**src/hw/rtl/lcbm_pkg.sv**
```systemverilog
// Shared types and constants for the latched CHR bank mapper.
package lcbm_pkg;

  // Bus access kinds carried in an input item
  typedef enum logic [1:0] {
    OP_CPU_RD = 2'd0,
    OP_CPU_WR = 2'd1,
    OP_PPU_RD = 2'd2,
    OP_UNUSED = 2'd3
  } opcode_e;

  // Memory reached by an access
  typedef enum logic [1:0] {
    TGT_NONE    = 2'd0,
    TGT_PRG_ROM = 2'd1,
    TGT_PRG_RAM = 2'd2,
    TGT_CHR_ROM = 2'd3
  } target_e;

  // Configuration register indexes
  localparam logic [2:0] CFG_VARIANT   = 3'd0;
  localparam logic [2:0] CFG_PRG_SIZE  = 3'd1;
  localparam logic [2:0] CFG_PRG_MASK  = 3'd2;
  localparam logic [2:0] CFG_CHR_MASK  = 3'd3;
  localparam logic [2:0] CFG_HAS_RAM   = 3'd4;

  localparam int unsigned CFG_DATA_W = 19;

  // Fixed bank offsets back from the ROM end
  localparam logic [17:0] FIXED_BACK_A000 = 18'h06000;
  localparam logic [17:0] FIXED_BACK_C000 = 18'h04000;
  localparam logic [17:0] FIXED_BACK_E000 = 18'h02000;
  localparam logic [17:0] FIXED_BANK_MASK = 18'h3E000;

  // Register write windows (address bits 15:12)
  localparam logic [3:0] REG_PRG_BANK = 4'hA;
  localparam logic [3:0] REG_CHR_BASE = 4'hB;
  localparam logic [3:0] REG_MIRROR   = 4'hF;

  // Latch trigger tiles: address bits 11:0 exact, bits 11:3 ranged
  localparam logic [11:0] LATCH_FD_ADDR = 12'hFD8;
  localparam logic [11:0] LATCH_FE_ADDR = 12'hFE8;
  localparam logic [8:0]  LATCH_FD_ROW  = 9'h1FB;
  localparam logic [8:0]  LATCH_FE_ROW  = 9'h1FD;

  typedef struct packed {
    logic [1:0]  opcode;
    logic [15:0] address;
    logic [7:0]  write_data;
  } item_t;

  typedef struct packed {
    logic [1:0]  target;
    logic [17:0] phys_offset;
    logic        mirror_horizontal;
  } result_t;

  typedef struct packed {
    logic        variant_wide_prg;
    logic [18:0] prg_rom_size;
    logic [17:0] prg_rom_mask;
    logic [16:0] chr_rom_mask;
    logic        has_prg_ram;
  } cfg_t;

  typedef struct packed {
    logic [3:0]      prg_bank_sel;
    logic [3:0][4:0] chr_bank;
    logic            latch_low;
    logic            latch_high;
    logic            mirror_mode;
  } bank_state_t;

  typedef struct packed {
    logic       prg_we;
    logic [3:0] prg_val;
    logic       chr_we;
    logic [1:0] chr_idx;
    logic [4:0] chr_val;
    logic       mirror_we;
    logic       mirror_val;
    logic       latch_low_we;
    logic       latch_low_val;
    logic       latch_high_we;
    logic       latch_high_val;
  } bank_upd_t;

endpackage

```
**src/hw/rtl/lcbm_cfg_regs.sv**
```systemverilog
// Configuration registers of the mapper, written through a plain write port.
module lcbm_cfg_regs (
  input  logic                              clk_i,
  input  logic                              rst_ni,
  input  logic                              cfg_we_i,
  input  logic [2:0]                        cfg_idx_i,
  input  logic [lcbm_pkg::CFG_DATA_W-1:0]   cfg_wdata_i,
  output lcbm_pkg::cfg_t                    cfg_o
);

  lcbm_pkg::cfg_t cfg_q;

  // Register writes; unknown indexes are ignored
  always_ff @(posedge clk_i or negedge rst_ni) begin
    if (!rst_ni) begin
      cfg_q <= '{variant_wide_prg: 1'b0,
                 prg_rom_size:     19'd131072,
                 prg_rom_mask:     18'd131071,
                 chr_rom_mask:     17'd131071,
                 has_prg_ram:      1'b0};
    end else if (cfg_we_i) begin
      case (cfg_idx_i)
        lcbm_pkg::CFG_VARIANT:  cfg_q.variant_wide_prg <= cfg_wdata_i[0];
        lcbm_pkg::CFG_PRG_SIZE: cfg_q.prg_rom_size     <= cfg_wdata_i[18:0];
        lcbm_pkg::CFG_PRG_MASK: cfg_q.prg_rom_mask     <= cfg_wdata_i[17:0];
        lcbm_pkg::CFG_CHR_MASK: cfg_q.chr_rom_mask     <= cfg_wdata_i[16:0];
        lcbm_pkg::CFG_HAS_RAM:  cfg_q.has_prg_ram      <= cfg_wdata_i[0];
        default: ;
      endcase
    end
  end

  assign cfg_o = cfg_q;

endmodule

```
**src/hw/rtl/lcbm_bank_regs.sv**
```systemverilog
// Bank select, CHR bank, latch and mirroring registers of the mapper.
module lcbm_bank_regs (
  input  logic                    clk_i,
  input  logic                    rst_ni,
  input  logic                    en_i,
  input  lcbm_pkg::bank_upd_t     upd_i,
  output lcbm_pkg::bank_state_t   state_o
);

  lcbm_pkg::bank_state_t state_q;

  // State moves only when an item leaves the input register
  always_ff @(posedge clk_i or negedge rst_ni) begin
    if (!rst_ni) begin
      state_q <= '0;
    end else if (en_i) begin
      if (upd_i.prg_we) begin
        state_q.prg_bank_sel <= upd_i.prg_val;
      end
      if (upd_i.chr_we) begin
        state_q.chr_bank[upd_i.chr_idx] <= upd_i.chr_val;
      end
      if (upd_i.mirror_we) begin
        state_q.mirror_mode <= upd_i.mirror_val;
      end
      if (upd_i.latch_low_we) begin
        state_q.latch_low <= upd_i.latch_low_val;
      end
      if (upd_i.latch_high_we) begin
        state_q.latch_high <= upd_i.latch_high_val;
      end
    end
  end

  assign state_o = state_q;

endmodule

```
**src/hw/rtl/lcbm_map.sv**
```systemverilog
// Address decode and offset arithmetic for one bus access, plus state updates.
module lcbm_map #(
  parameter int unsigned PRG_OFFSET_BITS = 18,
  parameter int unsigned CHR_OFFSET_BITS = 17
) (
  input  lcbm_pkg::item_t         item_i,
  input  lcbm_pkg::cfg_t          cfg_i,
  input  lcbm_pkg::bank_state_t   state_i,
  output lcbm_pkg::result_t       result_o,
  output lcbm_pkg::bank_upd_t     upd_o
);

  localparam logic [18:0] PrgCutMask = 19'((20'd1 << PRG_OFFSET_BITS) - 20'd1);
  localparam logic [17:0] ChrCutMask = 18'((19'd1 << CHR_OFFSET_BITS) - 19'd1);

  logic [15:0] addr;
  logic        in_ram_win;
  logic        wide;
  logic [17:0] win_base;
  logic [17:0] fixed_back;
  logic [17:0] fixed_base;
  logic [18:0] prg_sum;
  logic        use_window;
  logic [1:0]  chr_sel;
  logic [16:0] chr_base;
  logic [17:0] chr_sum;
  logic        high_half;
  logic [3:0]  reg_win;

  assign addr       = item_i.address;
  assign wide       = cfg_i.variant_wide_prg;
  assign in_ram_win = (addr[15:13] == 3'b011);
  assign reg_win    = addr[15:12];
  assign high_half  = addr[12];

  // PRG: switchable window or one of the fixed banks near the ROM end
  assign use_window = wide ? (addr[15:14] == 2'b10) : (addr[15:13] == 3'b100);
  assign win_base   = wide ? ({state_i.prg_bank_sel, 14'h0} & cfg_i.prg_rom_mask)
                           : ({1'b0, state_i.prg_bank_sel, 13'h0} & cfg_i.prg_rom_mask);

  always_comb begin
    case (addr[14:13])
      2'b01:   fixed_back = lcbm_pkg::FIXED_BACK_A000;
      2'b10:   fixed_back = lcbm_pkg::FIXED_BACK_C000;
      default: fixed_back = lcbm_pkg::FIXED_BACK_E000;
    endcase
  end

  assign fixed_base = (cfg_i.prg_rom_size[17:0] - fixed_back) & lcbm_pkg::FIXED_BANK_MASK;

  always_comb begin
    if (use_window) begin
      prg_sum = {1'b0, win_base} + (wide ? {5'd0, addr[13:0]} : {6'd0, addr[12:0]});
    end else begin
      prg_sum = {1'b0, fixed_base} + {6'd0, addr[12:0]};
    end
    prg_sum = prg_sum & PrgCutMask;
  end

  // CHR: latch picks the FD or FE bank of the addressed half
  assign chr_sel  = high_half ? {1'b1, state_i.latch_high} : {1'b0, state_i.latch_low};
  assign chr_base = {state_i.chr_bank[chr_sel], 12'h0} & cfg_i.chr_rom_mask;
  assign chr_sum  = ({1'b0, chr_base} + {6'd0, addr[11:0]}) & ChrCutMask;

  // Result and state update per access kind
  always_comb begin
    result_o                   = '0;
    upd_o                      = '0;
    upd_o.prg_val              = item_i.write_data[3:0];
    upd_o.chr_idx              = 2'(reg_win - lcbm_pkg::REG_CHR_BASE);
    upd_o.chr_val              = item_i.write_data[4:0];
    upd_o.mirror_val           = item_i.write_data[0];
    case (item_i.opcode)
      lcbm_pkg::OP_CPU_RD: begin
        if (in_ram_win) begin
          if (cfg_i.has_prg_ram) begin
            result_o.target      = lcbm_pkg::TGT_PRG_RAM;
            result_o.phys_offset = {5'd0, addr[12:0]};
          end
        end else if (addr[15]) begin
          result_o.target      = lcbm_pkg::TGT_PRG_ROM;
          result_o.phys_offset = prg_sum[17:0];
        end
      end
      lcbm_pkg::OP_CPU_WR: begin
        if (in_ram_win) begin
          if (cfg_i.has_prg_ram) begin
            result_o.target      = lcbm_pkg::TGT_PRG_RAM;
            result_o.phys_offset = {5'd0, addr[12:0]};
          end
        end else if (addr[15] && (addr[14] || addr[13])) begin
          if (reg_win == lcbm_pkg::REG_PRG_BANK) begin
            upd_o.prg_we = 1'b1;
          end else if (reg_win == lcbm_pkg::REG_MIRROR) begin
            upd_o.mirror_we = 1'b1;
          end else begin
            upd_o.chr_we = 1'b1;
          end
        end
      end
      lcbm_pkg::OP_PPU_RD: begin
        if (addr[15:13] == 3'b000) begin
          result_o.target      = lcbm_pkg::TGT_CHR_ROM;
          result_o.phys_offset = chr_sum;
          if (high_half) begin
            // High half always uses the ranged tiles
            if (addr[11:3] == lcbm_pkg::LATCH_FD_ROW) begin
              upd_o.latch_high_we  = 1'b1;
              upd_o.latch_high_val = 1'b0;
            end else if (addr[11:3] == lcbm_pkg::LATCH_FE_ROW) begin
              upd_o.latch_high_we  = 1'b1;
              upd_o.latch_high_val = 1'b1;
            end
          end else if (wide) begin
            if (addr[11:3] == lcbm_pkg::LATCH_FD_ROW) begin
              upd_o.latch_low_we  = 1'b1;
              upd_o.latch_low_val = 1'b0;
            end else if (addr[11:3] == lcbm_pkg::LATCH_FE_ROW) begin
              upd_o.latch_low_we  = 1'b1;
              upd_o.latch_low_val = 1'b1;
            end
          end else begin
            // Narrow variant: exact tile address only
            if (addr[11:0] == lcbm_pkg::LATCH_FD_ADDR) begin
              upd_o.latch_low_we  = 1'b1;
              upd_o.latch_low_val = 1'b0;
            end else if (addr[11:0] == lcbm_pkg::LATCH_FE_ADDR) begin
              upd_o.latch_low_we  = 1'b1;
              upd_o.latch_low_val = 1'b1;
            end
          end
        end
      end
      default: ;
    endcase
    // Mirroring reported as it stands after this access
    result_o.mirror_horizontal = upd_o.mirror_we ? upd_o.mirror_val
                                                 : state_i.mirror_mode;
  end

endmodule

```
**src/hw/rtl/latched_chr_bank_mapper_core.sv**
```systemverilog
// Flow: an accepted item waits in the input register and moves into the result
// register once that is free or being drained; the result is taken from there.
// Throughput: one item per cycle while the output does not stall; the mapping is
// one pass of decode and an 18-bit add between the input and result registers.
// Reset (asynchronous, active low) empties both registers, zeroes the bank and
// latch registers and loads the configuration defaults.
module latched_chr_bank_mapper_core #(
  parameter int unsigned PRG_OFFSET_BITS = 18,
  parameter int unsigned CHR_OFFSET_BITS = 17
) (
  input  logic                              clk_i,
  input  logic                              rst_ni,
  // Input items
  input  logic                              s_axis_tvalid,
  output logic                              s_axis_tready,
  input  logic [31:0]                       s_axis_tdata,  // opcode, address, write_data
  // Result items
  output logic                              m_axis_tvalid,
  input  logic                              m_axis_tready,
  output logic [23:0]                       m_axis_tdata,  // target, phys_offset, mirror_horizontal
  // Configuration
  input  logic                              cfg_we_i,
  input  logic [2:0]                        cfg_idx_i,
  input  logic [lcbm_pkg::CFG_DATA_W-1:0]   cfg_wdata_i
);

  lcbm_pkg::cfg_t        cfg;
  lcbm_pkg::bank_state_t bank_state;
  lcbm_pkg::bank_upd_t   bank_upd;
  lcbm_pkg::item_t       item_q;
  lcbm_pkg::result_t     result_d;
  lcbm_pkg::result_t     result_q;
  logic                  in_valid_q;
  logic                  out_valid_q;
  logic                  adv;
  logic                  in_take;

  // Item moves to the result register when that is free or being drained
  assign adv           = in_valid_q && (!out_valid_q || m_axis_tready);
  assign s_axis_tready = !in_valid_q || adv;
  assign in_take       = s_axis_tvalid && s_axis_tready;

  // Input register
  always_ff @(posedge clk_i or negedge rst_ni) begin
    if (!rst_ni) begin
      in_valid_q <= 1'b0;
    end else if (s_axis_tready) begin
      in_valid_q <= s_axis_tvalid;
    end
  end

  always_ff @(posedge clk_i) begin
    if (in_take) begin
      item_q <= {s_axis_tdata[1:0], s_axis_tdata[17:2], s_axis_tdata[25:18]};
    end
  end

  lcbm_cfg_regs u_cfg (
    .clk_i       (clk_i),
    .rst_ni      (rst_ni),
    .cfg_we_i    (cfg_we_i),
    .cfg_idx_i   (cfg_idx_i),
    .cfg_wdata_i (cfg_wdata_i),
    .cfg_o       (cfg)
  );

  lcbm_map #(
    .PRG_OFFSET_BITS (PRG_OFFSET_BITS),
    .CHR_OFFSET_BITS (CHR_OFFSET_BITS)
  ) u_map (
    .item_i   (item_q),
    .cfg_i    (cfg),
    .state_i  (bank_state),
    .result_o (result_d),
    .upd_o    (bank_upd)
  );

  lcbm_bank_regs u_bank (
    .clk_i   (clk_i),
    .rst_ni  (rst_ni),
    .en_i    (adv),
    .upd_i   (bank_upd),
    .state_o (bank_state)
  );

  // Result register
  always_ff @(posedge clk_i or negedge rst_ni) begin
    if (!rst_ni) begin
      out_valid_q <= 1'b0;
    end else if (adv) begin
      out_valid_q <= 1'b1;
    end else if (m_axis_tready) begin
      out_valid_q <= 1'b0;
    end
  end

  always_ff @(posedge clk_i) begin
    if (adv) begin
      result_q <= result_d;
    end
  end

  assign m_axis_tvalid = out_valid_q;
  assign m_axis_tdata  = {3'b000, result_q.mirror_horizontal, result_q.phys_offset,
                          result_q.target};

  // No new item may land while a stalled item still sits in the input register
  assert property (@(posedge clk_i) disable iff (!rst_ni)
    in_valid_q && out_valid_q && !m_axis_tready |-> !s_axis_tready)
    else $error("input register overrun while result stalled");

  // Bank and latch state only changes when an item is processed
  assert property (@(posedge clk_i) disable iff (!rst_ni)
    !adv |=> $stable(bank_state))
    else $error("bank state changed without an item");

  // Register writes reach no memory
  assert property (@(posedge clk_i) disable iff (!rst_ni)
    adv && item_q.opcode == lcbm_pkg::OP_CPU_WR && item_q.address[15]
      && (item_q.address[14] || item_q.address[13])
    |=> result_q.target == lcbm_pkg::TGT_NONE)
    else $error("register write mapped to a memory");

  // An unmapped result carries a zero offset
  assert property (@(posedge clk_i) disable iff (!rst_ni)
    out_valid_q && result_q.target == lcbm_pkg::TGT_NONE |-> result_q.phys_offset == '0)
    else $error("unmapped result with non-zero offset");

endmodule

```
**config.mk**
```make
export PLATFORM = sky130hd
export DESIGN_NAME = latched_chr_bank_mapper_core
export DESIGN_NICKNAME = d
export VERILOG_FILES = /design/src/hw/rtl/lcbm_pkg.sv /design/src/hw/rtl/lcbm_cfg_regs.sv /design/src/hw/rtl/lcbm_bank_regs.sv /design/src/hw/rtl/lcbm_map.sv /design/src/hw/rtl/latched_chr_bank_mapper_core.sv
export SDC_FILE = /design/constraint.sdc
export NUM_CORES = 1
export LEC_CHECK = 0
export BUFFER_PORTS_ARGS = -buffer_cell sky130_fd_sc_hd__buf_2
export CAP_MARGIN = 5
export CORE_ASPECT_RATIO = 2
export CORE_MARGIN = 8
export CORE_UTILIZATION = 52
export CTS_BUF_LIST = sky130_fd_sc_hd__clkbuf_8 sky130_fd_sc_hd__clkbuf_16
export DETAILED_ROUTE_END_ITERATION = 16
export PLACE_DENSITY = 0.76
export SLEW_MARGIN = 20
export SYNTH_ARGS = -nofsm -noshare
export SYNTH_HDL_FRONTEND = slang
export SYNTH_SLANG_ARGS = --single-unit
```
**constraint.sdc**
```tcl
create_clock -name clk_i -period 3.1 [get_ports clk_i]
set_clock_uncertainty 0.15 [all_clocks]
set_input_delay 0.31 -clock clk_i [delete_from_list [all_inputs] [get_ports clk_i]]
set_output_delay 0.31 -clock clk_i [all_outputs]
set_load 0.01 [all_outputs]
```
==> impl_metrics.py, run 1 <==
metrics = {
    "detailed_routing": {
        "vias": 2522,
        "detail_route.wl_per_cell_um": 18.55,
        "drt-total-wl_um": 8607,
        "drc": 0,
        "drt_iter0_markers": 126,
        "antenna_left": 0,
        "vias_per_cell": 5.435,
        "dr.pass1.iters": 4,
    },
    "synth": {
        "synth_ff_type": "edfxtp_1",
        "syn_area_mm2": 0.004055,
        "syn_avg_cell_area_um2": 14.64,
        "ys_ff_latch": 90,
        "synth_edf_count": 44,
        "ys_async_sr_fraction": 0.5111,
        "syn_inst": 277,
        "synth_cell_types": 52,
        "yosys_warnings": 0,
        "seq_area_frac_synth": 0.6128,
    },
    "clock_network": {
        "cts_hold_buf": 21,
        "htree_levels": 3,
        "clk_pin_slew_ns": 0.06,
        "cts_setup_buffers": 0,
        "tritoncts": "built",
        "clockBufferDepth": 2,
        "cts-root-buf": "clkbuf_16",
        "ctsResizeCount": 0,
        "numCtsBuffers": 9,
        "worstSkewPairLatency_ns": 0.34,
        "clock_sinks": 90,
    },
    "sta": {
        "rsz0062_at_grt": "false",
        "hold_violations": 0,
        "hold_ws_ns": 0.008798,
        "post-route-period-util": 0.8287,
        "finalSetupViolCount": 0,
        "tightestPinTransition_ns": 0.6161,
        "slew_viol_final": 0,
        "fin_tns_setup_ns": 0,
        "timing.slew.headroom": 0.5893,
        "min_period_ns": 2.569,
        "max_freq_mhz": 389.3,
    },
    "grt": {
        "grt_pass1_wl_um": 13810,
        "grt_pass1_vias": 2713,
        "antenna_found_initial": 0,
        "grt_max_degree": 47,
        "grt.overflow.total": 0,
        "globalRouteTotalUtil": 0.1658,
    },
    "place": {
        "numPortBuffers": 60,
        "gp_congestion": 0.8742,
        "post-dp-hpwl_um": 6238,
    },
    "finish": {
        "drive_gt1_frac": 0.3973,
        "diodes": 0,
        "multi_input_area_mm2": 0.001479,
        "nFillCells": 578,
        "nets": 432,
        "syn_to_final_growth_pct": 22.22,
        "seq_area_mm2": 0.002485,
    },
    "die": {
        "core_area_mm2": 0.007601,
        "pin_count": 85,
        "floorplan.die_area_mm2": 0.01105,
        "start_util": 0.5335,
        "row_count": 45,
        "die_y_um": 140.9,
        "die_w_um": 78.45,
    },
    "critical_path": {
        "crit_path_start_kind": "flip-flop",
        "crit_arrival_ns": 2.64,
        "cp_max_fo": 7,
        "criticalPathCategory": "reg -> reg",
        "r2r_slack_ns": 0.53,
        "reg2reg_from": "item_q[22]",
        "rr_endpoint": "u_bank.state_o[20]",
        "r2r_cells": 6,
        "setup.worst_path.end": "u_bank.state_o[20]",
        "cp_data_required_time_ns": 3.17,
        "cp-startpoint": "item_q[22]",
        "cp-end-kind": "flip-flop",
    },
    "pwr": {
        "seqPwrFrac": 0.525,
        "power_density_mw_per_mm2": 590.3,
        "switching_share": 0.2417,
        "p_leak_uw": 0.002129,
        "power.internal_uw": 2218,
        "vdd_drop_max_uv": 355.2,
        "p_comb_frac": 0.127,
        "power.net_switching_uw": 707.1,
        "clkPwrFrac": 0.348,
    },
    "run_status": {
        "outcome": "completed",
    },
    "job": {
        "drv_cap": 0,
    },
    "worst_hold_path": {
        "hold_class": "in -> reg",
    },
}
[power by group through the flow]
stage	Sequential, uW	Clock, uW	Combinational, uW
2_1_floorplan	1530	0	240
3_3_place_gp	1550	0	338
3_5_place_dp	1560	0	352
4_1_cts	1530	1040	375
5_1_grt	1560	1090	415
6_report	1540	1020	372
[cell type report]
class                           instances  area share
Sequential cell                        90      0.5014
Clock buffer                           11     0.05100
Timing Repair Buffer                   87      0.1136
Tap cell                               94     0.02373
Clock inverter                          5    0.005807
Multi-Input combinational cell        169      0.2984
Inverter                                8    0.006059
[metal layers]
metal / vias to the layer above / routed length [um] / global-route usage
met5: - / 0 / 0
met4: 0 / 318 / 0.09440
met3: 20 / 462 / 0.05287
met2: 57 / 4844 / 0.3029
met1: 1244 / 2982 / 0.1542
li1: 1201 / - / -
[registers in the layout (all words and copies together) (netlist names)]
signal,count
in_valid_q,1
item_q,23
m_axis_tdata,21
m_axis_tvalid,1
u_bank.state_o,27
u_cfg.cfg_o,17
[layout by cell type (no fill, tap or decap), types with 4 or more instances in the layout]
cell type,n
mux2_2,47
and2_1,4
o21ai_0,6
and2b_1,7
dfrtp_1,36
edfxtp_1,44
inv_1,9
buf_2,59
nor2_1,4
clkbuf_16,9
mux2i_1,8
ha_1,7
o211ai_1,4
nand3_1,5
nor2b_1,9
dlygate4sd3_1,23
nand2_1,12
nand4_1,4
buf_4,5
dfstp_2,10
o2111ai_1,5
[worst min path at each step]
| stage | start | endpoint | slack (ns) | depth (start not counted) |
|---|---|---|---|---|
| after floorplan | rst_ni | in_valid_q | -0.14 | 0 |
| after detailed placement | s_axis_tdata[0] | item_q[24] | 0.34 | 1 |
| after CTS | s_axis_tdata[9] | item_q[15] | 0.003 | 1 |
| after global placement | u_bank.state_o[8] | u_bank.state_o[8] | 0.33 | 1 |
| after global routing | s_axis_tdata[9] | item_q[15] | 0.0003 | 1 |
| final | s_axis_tdata[9] | item_q[15] | 0.009 | 1 |
[synth_stat cells (all sizes together) (2+ instances only)]
master	n	area, um^2
and4bb	2	32.53
and3b	2	17.52
a21boi	2	15.01
dfstp	10	262.8
nor3	2	10.01
nand4	5	46.29
o211ai	4	30.03
dfrtp	36	900.9
nor4	3	18.77
mux2	47	529.3
inv	8	30.03
o31ai	2	15.01
ha	7	87.58
edfxtp	44	1321
o21ai	6	30.03
a31o	2	17.52
nor4b	2	32.53
nor2b	9	56.30
xnor2	3	26.28
nor2	4	15.01
mux2i	8	80.08
nand2b	4	27.53
nand3b	3	22.52
and4	2	18.77
nand2	12	45.04
o2111ai	5	43.79
nand3	5	25.02
buf	7	50.04
and2b	7	52.55
clkbuf	5	18.77
a211oi	2	40.04
and2	4	25.02
[worst max-delay path, stage by stage, from the launching register on]
cell      delay [ns]
edfxtp_1        0.56
inv_1           0.16
ha_1            0.28
and4bb_4        0.37
nand4_4         0.17
a211oi_4        0.37
mux2_2          0.39
[cells by family after synthesis]
group | Yosys count | synth area share
buf+inv | 20 | 0.02437
fa+ha+maj | 8 | 0.02653
other cells | 1 | 0.0009248
xor+xnor | 4 | 0.008641
mux | 55 | 0.1503
simple gates | 69 | 0.1154
flops | 90 | 0.6128
compound gates | 30 | 0.06109
[stage by stage]
step / total power, uW / std cells / setup WS [ns] / utilization / cell area, um^2
2_1_floorplan: 1770 / 279 / 0.7771 / - / 4063
3_3_place_gp: 1886 / 425 / 0.5636 / 0.5844 / 4442
3_5_place_dp: 1908 / 425 / 0.5350 / 0.5844 / 4442
4_1_cts: 2949 / 462 / 0.5229 / 0.6491 / 4933
5_1_grt: 3062 / 464 / 0.3625 / 0.6520 / 4956
6_report: 2925 / 464 / 0.5310 / 0.6520 / 4956
No activity file was read; power rests on OpenSTA's default activity.
==> run 2, diff against run 1 <==
clock period = 2.5 ns   (was 3.1 ns; I/O delays follow)
==> run 2 against run 1 <==
Against the previous run:
- sequential share of layout area decreased by 1.0 points
- sequential power increased by 23%
- non-clock buffer count increased by 12
==> impl_metrics.py, run 2 (synthesized netlist as in run 1, its figures left out) <==
metrics = {
    "detailed_routing": {
        "drt-total-wl_um": 8789,
        "detail_route.wl_per_cell_um": 18.43,
        "dr_wl_met2_um": 4975,
        "drc": 0,
        "vias": 2609,
        "wl_met1_um": 3059,
        "drt_iter0_markers": 153,
        "vias_per_cell": 5.470,
        "dr.pass1.iters": 5,
        "routed-wl-met3_um": 433,
        "dr.max_layer_used": "met4",
        "antenna_left": 0,
    },
    "die": {
        "core_area_mm2": 0.007601,
        "pin_count": 85,
        "floorplan.die_area_mm2": 0.01105,
        "row_count": 45,
        "start_util": 0.5335,
        "die_y_um": 140.9,
        "die_w_um": 78.45,
    },
    "clock_network": {
        "cts_setup_buffers": 0,
        "tritoncts": "built",
        "worstSkewPairLatency_ns": 0.34,
        "cts-root-buf": "clkbuf_16",
        "clk_pin_slew_ns": 0.06,
        "numCtsBuffers": 9,
        "clock_sinks": 90,
        "clockBufferDepth": 2,
        "htree_levels": 3,
    },
    "critical_path": {
        "crit_arrival_ns": 2.31,
        "cp_max_fo": 4,
        "crit_path_max_incr_delay_ns": 0.41,
        "crit_chain": "inv_1, ha_1, inv_1, ha_1, inv_1, fa_1, nor3_2, xor2_1, o21ai_0, a31oi_1",
        "cp-end-kind": "flip-flop",
        "cp_top_family": "adder cells",
        "cp_data_required_time_ns": 2.51,
        "criticalPathCategory": "reg -> reg",
        "crit_path_start_kind": "flip-flop",
        "crit_buf_inv": 3,
        "critPathMostFrequentCell": "inv_1",
        "crit_slowest_cell": "fa_1",
    },
    "sta": {
        "min_period_ns": 2.303,
        "timing.slew.headroom": 0.3463,
        "rsz0062_at_grt": "false",
        "finalSetupViolCount": 0,
        "hold_ws_ns": 0.03701,
        "hold_violations": 0,
        "max_freq_mhz": 434.3,
        "post-route-period-util": 0.9211,
        "tightestPinTransition_ns": 0.9805,
        "slew_viol_final": 0,
        "fin_tns_setup_ns": 0,
    },
    "finish": {
        "nFillCells": 576,
        "seq_area_mm2": 0.002485,
        "nets": 444,
        "drive_gt1_frac": 0.4005,
        "syn_to_final_growth_pct": 24.75,
        "multi_input_area_mm2": 0.001484,
        "largest_reg_flops": 27,
        "layout.cells.non_filler": 477,
        "final_common_cell": "buf_2",
        "post-route-util": 0.6655,
        "mostFrequentLayoutCells": "buf_2, mux2_2, edfxtp_1",
    },
    "grt": {
        "grt.overflow.total": 0,
        "globalRouteTotalUtil": 0.1697,
        "grt_max_degree": 45,
        "grt_pass1_wl_um": 14150,
        "grt_pass1_vias": 2821,
        "antenna_found_initial": 1,
    },
    "pwr": {
        "clkPwrFrac": 0.340,
        "power.internal_uw": 2757,
        "power_uw": 3622,
        "seqPwrFrac": 0.523,
        "power_density_mw_per_mm2": 716.0,
        "p_comb_frac": 0.137,
        "switching_share": 0.2388,
        "p_leak_uw": 0.002186,
        "vdd_drop_max_uv": 444.4,
        "power.net_switching_uw": 864.8,
    },
    "place": {
        "numPortBuffers": 60,
        "numPlacedInstances": 432,
        "post-dp-hpwl_um": 6396,
        "gp_congestion": 0.8775,
    },
    "worst_hold_path": {
        "hold_class": "in -> reg",
    },
    "job": {
        "drv_cap": 0,
    },
    "run_status": {
        "outcome": "completed",
    },
}
[run 2: changes by cell type in the layout (fill, tap and decap cells not counted), sizes merged]
cell | before | now
buf | 64 | 71
dlygate4sd3 | 23 | 28
diode | 0 | 1
[run 2: worst paths after layout]
| kind | startpoint | endpoint | slack [ns] | cells after the start |
|---|---|---|---|---|
| min reg2reg | item_q[12] | u_bank.state_o[2] | 0.34 | 1 |
| min in group asynchronous | rst_ni | u_bank.state_o[15] | 0.46 | 2 |
| min | cfg_wdata_i[14] | u_cfg.cfg_o[32] | 0.04 | 2 |
| max in group asynchronous | rst_ni | u_cfg.cfg_o[31] | 1.03 | 3 |
| max reg2reg | item_q[21] | m_axis_tdata[19] | 0.20 | 10 |
| max | item_q[21] | m_axis_tdata[19] | 0.20 | 10 |
[run 2: layout make-up]
type,count,area share
diodes,1,0.0004947
clock buffers,11,0.04996
clock inverters,5,0.004699
inverters,8,0.005936
multi-input cells,169,0.2933
flip-flops and latches,90,0.4912
well taps,94,0.02325
repair buffers,99,0.1311
[run 2: power groups by stage]
| stage | clock network (uW) | registers [uW] | logic, uW |
|---|---|---|---|
| 6_report | 1230 | 1890 | 497 |
| 5_1_grt | 1320 | 1920 | 547 |
| 2_1_floorplan | 0 | 1900 | 297 |
| 3_3_place_gp | 0 | 1910 | 441 |
| 4_1_cts | 1260 | 1890 | 498 |
| 3_5_place_dp | 0 | 1920 | 459 |
[run 2: metrics by stage]
step                      setup WS, ns  cell area (um^2)
after floorplan                 0.1771              4063
after global placement          0.1816              4494
after detailed placement        0.1629              4494
after CTS                       0.1464              5051
after global routing           0.02389              5059
final                           0.1973              5059
[run 2: what timing repair did]
action	in CTS	in global routing
hold buffers	28	0
endpoints found under the hold margin	63	0
resized for setup	0	1
endpoints found under the setup margin	0	1
[run 2: per-layer routing]
metal | vias to the layer above | GRT usage
met5 | - | 0
met4 | 0 | 0.1082
met3 | 22 | 0.04459
met2 | 72 | 0.3073
met1 | 1290 | 0.1615
li1 | 1225 | -
